<file path="src/hw/rtl/acsd_pkg.sv">
// Package for the assignment cost and swap delta evaluator.
// Holds the request and result structs, request and state codes and fixed widths.
// Has no dependencies; the top level and the MAC pipeline use it, the RAM does not.
`default_nettype none

package acsd_pkg;

  // Fixed field widths of the request and result transfers.
  localparam int unsigned REQ_W     = 3;
  localparam int unsigned IDX_W     = 6;
  localparam int unsigned VAL_W     = 16;
  localparam int unsigned RES_W     = 48;
  localparam int unsigned CFG_W     = 7;
  localparam int unsigned CFG_IDX_W = 1;
  // Count width that covers the largest zone or location count supported.
  localparam int unsigned CNT_W     = 9;

  localparam logic [CFG_W-1:0] ZONE_CFG_RST = 7'd64;
  localparam logic [CFG_W-1:0] LOC_CFG_RST  = 7'd64;

  typedef enum logic [REQ_W-1:0] {
    REQ_LOAD_FLOW  = 3'd0,
    REQ_LOAD_DIST  = 3'd1,
    REQ_LOAD_ASG   = 3'd2,
    REQ_FULL_COST  = 3'd3,
    REQ_SWAP_DELTA = 3'd4,
    REQ_APPLY_SWAP = 3'd5
  } acsd_req_e;

  typedef enum logic [CFG_IDX_W-1:0] {
    CFG_ZONE_COUNT = 1'b0,
    CFG_LOC_COUNT  = 1'b1
  } acsd_cfg_e;

  typedef enum logic [2:0] {
    ST_IDLE,
    ST_LOCS,
    ST_RUN,
    ST_DRAIN,
    ST_XCHG_I,
    ST_XCHG_J
  } acsd_state_e;

  // Kind of one memory read beat entering the arithmetic pipeline.
  typedef enum logic [1:0] {
    BEAT_NONE,
    BEAT_COST,
    BEAT_SWAP_P,
    BEAT_SWAP_Q
  } acsd_beat_e;

  typedef struct packed {
    acsd_beat_e kind;
    logic       live;
  } acsd_beat_t;

  typedef struct packed {
    logic [REQ_W-1:0] req_type;
    logic [IDX_W-1:0] first_index;
    logic [IDX_W-1:0] second_index;
    logic [VAL_W-1:0] load_value;
  } acsd_req_t;

  typedef struct packed {
    logic signed [RES_W-1:0] result_value;
    logic                    status;
  } acsd_res_t;

endpackage

`default_nettype wire

</file>
<file path="src/hw/rtl/acsd_mac.sv">
// Difference, multiply and accumulate pipeline of the evaluator.
// Consumes memory read data tagged by beat kind; depends on acsd_pkg.
// Stages: read data, difference terms, product, accumulator.
`default_nettype none

module acsd_mac #(
  parameter int unsigned ENTRY_BITS = 16
) (
  input  wire logic                       clk_i,
  input  wire logic                       rst_ni,
  input  wire acsd_pkg::acsd_beat_t       beat_i,
  input  wire logic                       clr_i,
  input  wire logic                       both_i,
  input  wire logic [ENTRY_BITS-1:0]      flow0_i,
  input  wire logic [ENTRY_BITS-1:0]      flow1_i,
  input  wire logic [ENTRY_BITS-1:0]      dist0_i,
  input  wire logic [ENTRY_BITS-1:0]      dist1_i,
  output logic                            busy_o,
  output logic [acsd_pkg::RES_W-1:0]      acc_o
);

  localparam int unsigned EB   = ENTRY_BITS;
  localparam int unsigned PR_W = 2 * EB + 3;

  acsd_pkg::acsd_beat_t    s1_q;
  logic                    s2_cost_q;
  logic                    dv_q;
  logic                    dv_d;
  logic                    pv_q;
  logic [EB-1:0]           f_hold_q;
  logic [EB:0]             wsum;
  logic [EB:0]             wi_q;
  logic [EB:0]             wj;
  logic signed [EB+1:0]    wdiff_d;
  logic signed [EB+1:0]    wdiff_q;
  logic signed [EB:0]      ddiff_d;
  logic signed [EB:0]      ddiff_q;
  logic signed [PR_W-1:0]  prod_q;
  logic [acsd_pkg::RES_W-1:0] acc_q;

  // Flow weight of one zone pair in both directions.
  assign wsum = {1'b0, flow0_i} + {1'b0, flow1_i};
  assign wj   = both_i ? wsum : '0;

  // Difference terms: a cost beat passes flow and distance straight through,
  // a swap beat pairs the weight difference with the distance difference.
  always_comb begin
    dv_d    = 1'b0;
    wdiff_d = $signed({2'b00, f_hold_q});
    ddiff_d = $signed({1'b0, dist0_i});
    if (s2_cost_q) begin
      dv_d = 1'b1;
    end else if (s1_q.kind == acsd_pkg::BEAT_SWAP_Q && s1_q.live) begin
      dv_d    = 1'b1;
      wdiff_d = $signed({1'b0, wi_q}) - $signed({1'b0, wj});
      ddiff_d = $signed({1'b0, dist0_i}) - $signed({1'b0, dist1_i});
    end
  end

  // Pipeline valid flags.
  always_ff @(posedge clk_i or negedge rst_ni) begin
    if (!rst_ni) begin
      s1_q      <= '{kind: acsd_pkg::BEAT_NONE, live: 1'b0};
      s2_cost_q <= 1'b0;
      dv_q      <= 1'b0;
      pv_q      <= 1'b0;
    end else begin
      s1_q      <= beat_i;
      s2_cost_q <= (s1_q.kind == acsd_pkg::BEAT_COST) && s1_q.live;
      dv_q      <= dv_d;
      pv_q      <= dv_q;
    end
  end

  // Data path registers.
  always_ff @(posedge clk_i) begin
    f_hold_q <= flow0_i;
    if (s1_q.kind == acsd_pkg::BEAT_SWAP_P) begin
      wi_q <= wsum;
    end
    wdiff_q <= wdiff_d;
    ddiff_q <= ddiff_d;
    prod_q  <= wdiff_q * ddiff_q;
    if (clr_i) begin
      acc_q <= '0;
    end else if (pv_q) begin
      acc_q <= acc_q + acsd_pkg::RES_W'(prod_q);
    end
  end

  assign busy_o = (s1_q.kind != acsd_pkg::BEAT_NONE) || s2_cost_q || dv_q || pv_q;
  assign acc_o  = acc_q;

endmodule

`default_nettype wire
</file>
<file path="config.mk">
export PLATFORM = sky130hd
export DESIGN_NAME = acsd_mac
export DESIGN_NICKNAME = d
export VERILOG_FILES = /design/src/hw/rtl/acsd_pkg.sv /design/src/hw/rtl/acsd_mac.sv
export SDC_FILE = /design/constraint.sdc
export NUM_CORES = 1
export LEC_CHECK = 0
export ABC_AREA = 1
export BUFFER_PORTS_ARGS = -buffer_cell sky130_fd_sc_hd__buf_2
export CELL_PAD_IN_SITES_DETAIL_PLACEMENT = 0
export CELL_PAD_IN_SITES_GLOBAL_PLACEMENT = 1
export CORE_MARGIN = 2
export CORE_UTILIZATION = 51
export DETAILED_ROUTE_END_ITERATION = 12
export PLACE_DENSITY = 0.95
export SLEW_MARGIN = 20
export SYNTH_ARGS = -nofsm -noshare
export SYNTH_HDL_FRONTEND = slang
export SYNTH_SLANG_ARGS = --single-unit
</file>
<file path="constraint.sdc">
create_clock -name clk_i -period 11.42 [get_ports clk_i]
set_input_delay 0.571 -clock clk_i [delete_from_list [all_inputs] [get_ports clk_i]]
set_output_delay 0.571 -clock clk_i [all_outputs]
set_load 0.1 [all_outputs]
</file>
==> flow_metrics.env <==
export IMPL_fin_crit_sh=0.537
export IMPL_critPathTopFamily="adder cells"
export IMPL_cts_sinks=157
export IMPL_nFillCells=4405
export IMPL_fp_dieH_um=217
export IMPL_drive_gt1_frac=0.0671
export IMPL_cp_slowest_cell="dfxtp_1"
export IMPL_start_kind="flip-flop"
export IMPL_synth_top_flop_cell="dfxtp_1"
export IMPL_drtPass1Iterations=5
export IMPL_min_period_ps=6130
export IMPL_yosys_warnings=0
export IMPL_drc_errors=0
export IMPL_clock_root_buffer="clkbuf_16"
export IMPL_grt_max_degree=49
export IMPL_clk_pin_slew_ps=80
export IMPL_avgSynthCellArea_um2=7.13
export IMPL_area_delta_synth_final_pct=7.02
export IMPL_whs_ps=190
export IMPL_synth_top_area_share=0.273
export IMPL_drv_cap=0
export IMPL_fmax_ghz=0.163
export IMPL_max_slew_margin=0.301
export IMPL_grt_use_total=0.293
export IMPL_synth_nets=3810
export IMPL_syn_area_mm2=0.0231
export IMPL_status="finished clean"
export IMPL_max_stage_delay_ps=770
export IMPL_gp_congestion=1.03
export IMPL_path_class="flip-flop to flip-flop"
export IMPL_setup_tns_ps=0
export IMPL_die_area_mm2=0.0470
export IMPL_wl_per_cell_um=16.8
export IMPL_path_cells="nand2_1, fa_1, inv_1, fa_1, fa_1, fa_1, fa_1, inv_1, fa_1, inv_1, ha_1, nand2_1, nor2_1, inv_1, nor2_1, nand4_1, nand3_1, xor2_1"
export IMPL_synth_seq_cells=157
export IMPL_port_buffers=119
export IMPL_ant_nets=0
export IMPL_grt_pass1_vias=21300
export IMPL_synth_top_area_cell="fa_1"
export IMPL_synthTopCellsByArea="fa_1 (27%), inv_1 (13%), nand2_1 (13%)"
export IMPL_num_antenna_cells=0
export IMPL_gr_total_overflow=0
export IMPL_vias=20100
export IMPL_htree_levels=4
export IMPL_cts_tree="done"
export IMPL_rsz0062_at_grt="no"
export IMPL_grt_pass1_wl_um=108000
export IMPL_crit_path_end_kind="flip-flop"
export IMPL_place_hpwl_um=55500
export IMPL_cp_max_fo=18
export IMPL_arrival_ps=6560
export IMPL_grt_antenna_before_repair=0
export IMPL_setup_viol=0
export IMPL_clock_latency_ps=500
export IMPL_final_nets=3864
export IMPL_vias_per_cell=5.15
export IMPL_tightest_slew_ps=1050
export IMPL_crit_required_ps=11850
export IMPL_seq_area_frac_synth=0.145
export IMPL_hold_viol=0
export IMPL_synth_edf_count=17
export IMPL_drt_iter0_markers=1172
export IMPL_coreArea_mm2=0.0445
export IMPL_start_util=0.519
export IMPL_clock_skew_ps=14.6
export IMPL_num_io_pins=120
export IMPL_cts_buffers=17
export IMPL_rows=77
export IMPL_postSynth_asyncResetShare=0.0382
export IMPL_cts_buffer_depth=2
export IMPL_critPathBufInv=4
export IMPL_synth_cell_type_count=54
export IMPL_maxSlewViolCount=0
export IMPL_crit_top_cell="fa_1"
export IMPL_netlist_instances=3241
export IMPL_wl_um=65500
export IMPL_hold_path_class="input pin to flip-flop"
export IMPL_dieWidth_um=217
[cell usage in the layout (no fill, tap or decap), drive strengths merged, types with 3 or more instances in the layout]
| master | instances |
|---|---|
| inv | 834 |
| nand2 | 814 |
| fa | 315 |
| nor2 | 269 |
| ha | 183 |
| a21oi | 143 |
| dfxtp | 134 |
| buf | 127 |
| nand3 | 121 |
| o21ai | 102 |
| xor2 | 50 |
| nand4 | 31 |
| xnor2 | 26 |
| o21bai | 23 |
| nor3 | 22 |
| clkbuf | 18 |
| edfxtp | 17 |
| or2 | 11 |
| a21o | 10 |
| a21boi | 6 |
| dfrtp | 6 |
| o21a | 5 |
| a31oi | 5 |
| nand3b | 4 |
| o221ai | 4 |
| a211oi | 4 |
| o31ai | 3 |
| clkinv | 3 |
[metal layers]
layer | GRT usage | routed length, µm
met5 | 0 | 0
met4 | 0.142 | 3010
met3 | 0.0410 | 2960
met2 | 0.541 | 33800
met1 | 0.331 | 25800
[final timing paths]
kind | cells past startpoint | to | startpoint | slack [ps]
worst max-delay path | 18 | prod_q[28] | ddiff_q[5] | 5290
worst min-delay path | 1 | s1_q[2] | beat_i[2] | 190
worst max register to register | 18 | prod_q[28] | ddiff_q[5] | 5290
worst min register to register | 0 | pv_q | dv_q | 380
max in group asynchronous | 2 | pv_q | rst_ni | 10840
min in group asynchronous | 2 | pv_q | rst_ni | 420
[flip-flops by register name (all words and copies together), names as in the netlist]
signal and cells:
dv_q 1, wdiff_q 18, s1_q 3, ddiff_q 17, prod_q 35, s2_cost_q 1
wi_q 17, pv_q 1, acc_o 48, f_hold_q 16
[cell type report]
cell class	count	area [µm²]	area share
multi-input combinational	2166	16300	0.659
tap	592	741	0.0299
sequential	157	3340	0.135
clock inverter	14	164	0.00663
clock buffer	18	429	0.0174
inverter	825	3100	0.125
timing repair buffer	128	666	0.0269
[timing repair]
item,4_1_cts,5_1_grt
resized for setup,0,0
buffers inserted,0,0
hold buffers,1,0
hold endpoints to repair,6,0
[stage by stage]
step / setup slack (ps) / util / std cells / instance area, µm²
2_1_floorplan: 5820 / - / 3241 / 23100
3_3_place_gp: 5430 / 0.542 / 3867 / 24100
6_report: 5290 / 0.556 / 3900 / 24700
3_5_place_dp: 5330 / 0.542 / 3867 / 24100
4_1_cts: 5300 / 0.556 / 3900 / 24700
5_1_grt: 4870 / 0.556 / 3900 / 24700
[Yosys cell counts, types with 4 or more instances]
cell      count
xnor2_1      26
a211oi_1      4
inv_2         8
a21oi_1     140
o21bai_1     21
o221ai_1      4
dfxtp_1     134
o21a_1        5
nand3b_1      4
nand2_1     800
xor2_1       50
buf_2         4
nand3_1     119
a31oi_1       5
nand2_2      14
ha_1        183
clkbuf_1     84
inv_1       816
a21o_1       10
nor3_1       16
dfrtp_1       6
o21ai_1      15
edfxtp_1     17
nand4_1      31
nor2_2       15
or2_2         8
fa_1        315
nor3_2        4
nor2_1      253
a21boi_0      5
o21ai_0      84
[cell families after synthesis]
logic type | count (synthesis) | synth area share
mux | 1 | 0.000433
xor+xnor | 76 | 0.0288
flops | 157 | 0.145
fa+ha+maj | 498 | 0.372
compound gates | 313 | 0.0769
simple gates | 1278 | 0.227
buf+inv | 918 | 0.150
Power is left out: the tool's default activity adds up to more than one toggle a clock period on the data nets, which glitch-free logic cannot reach.
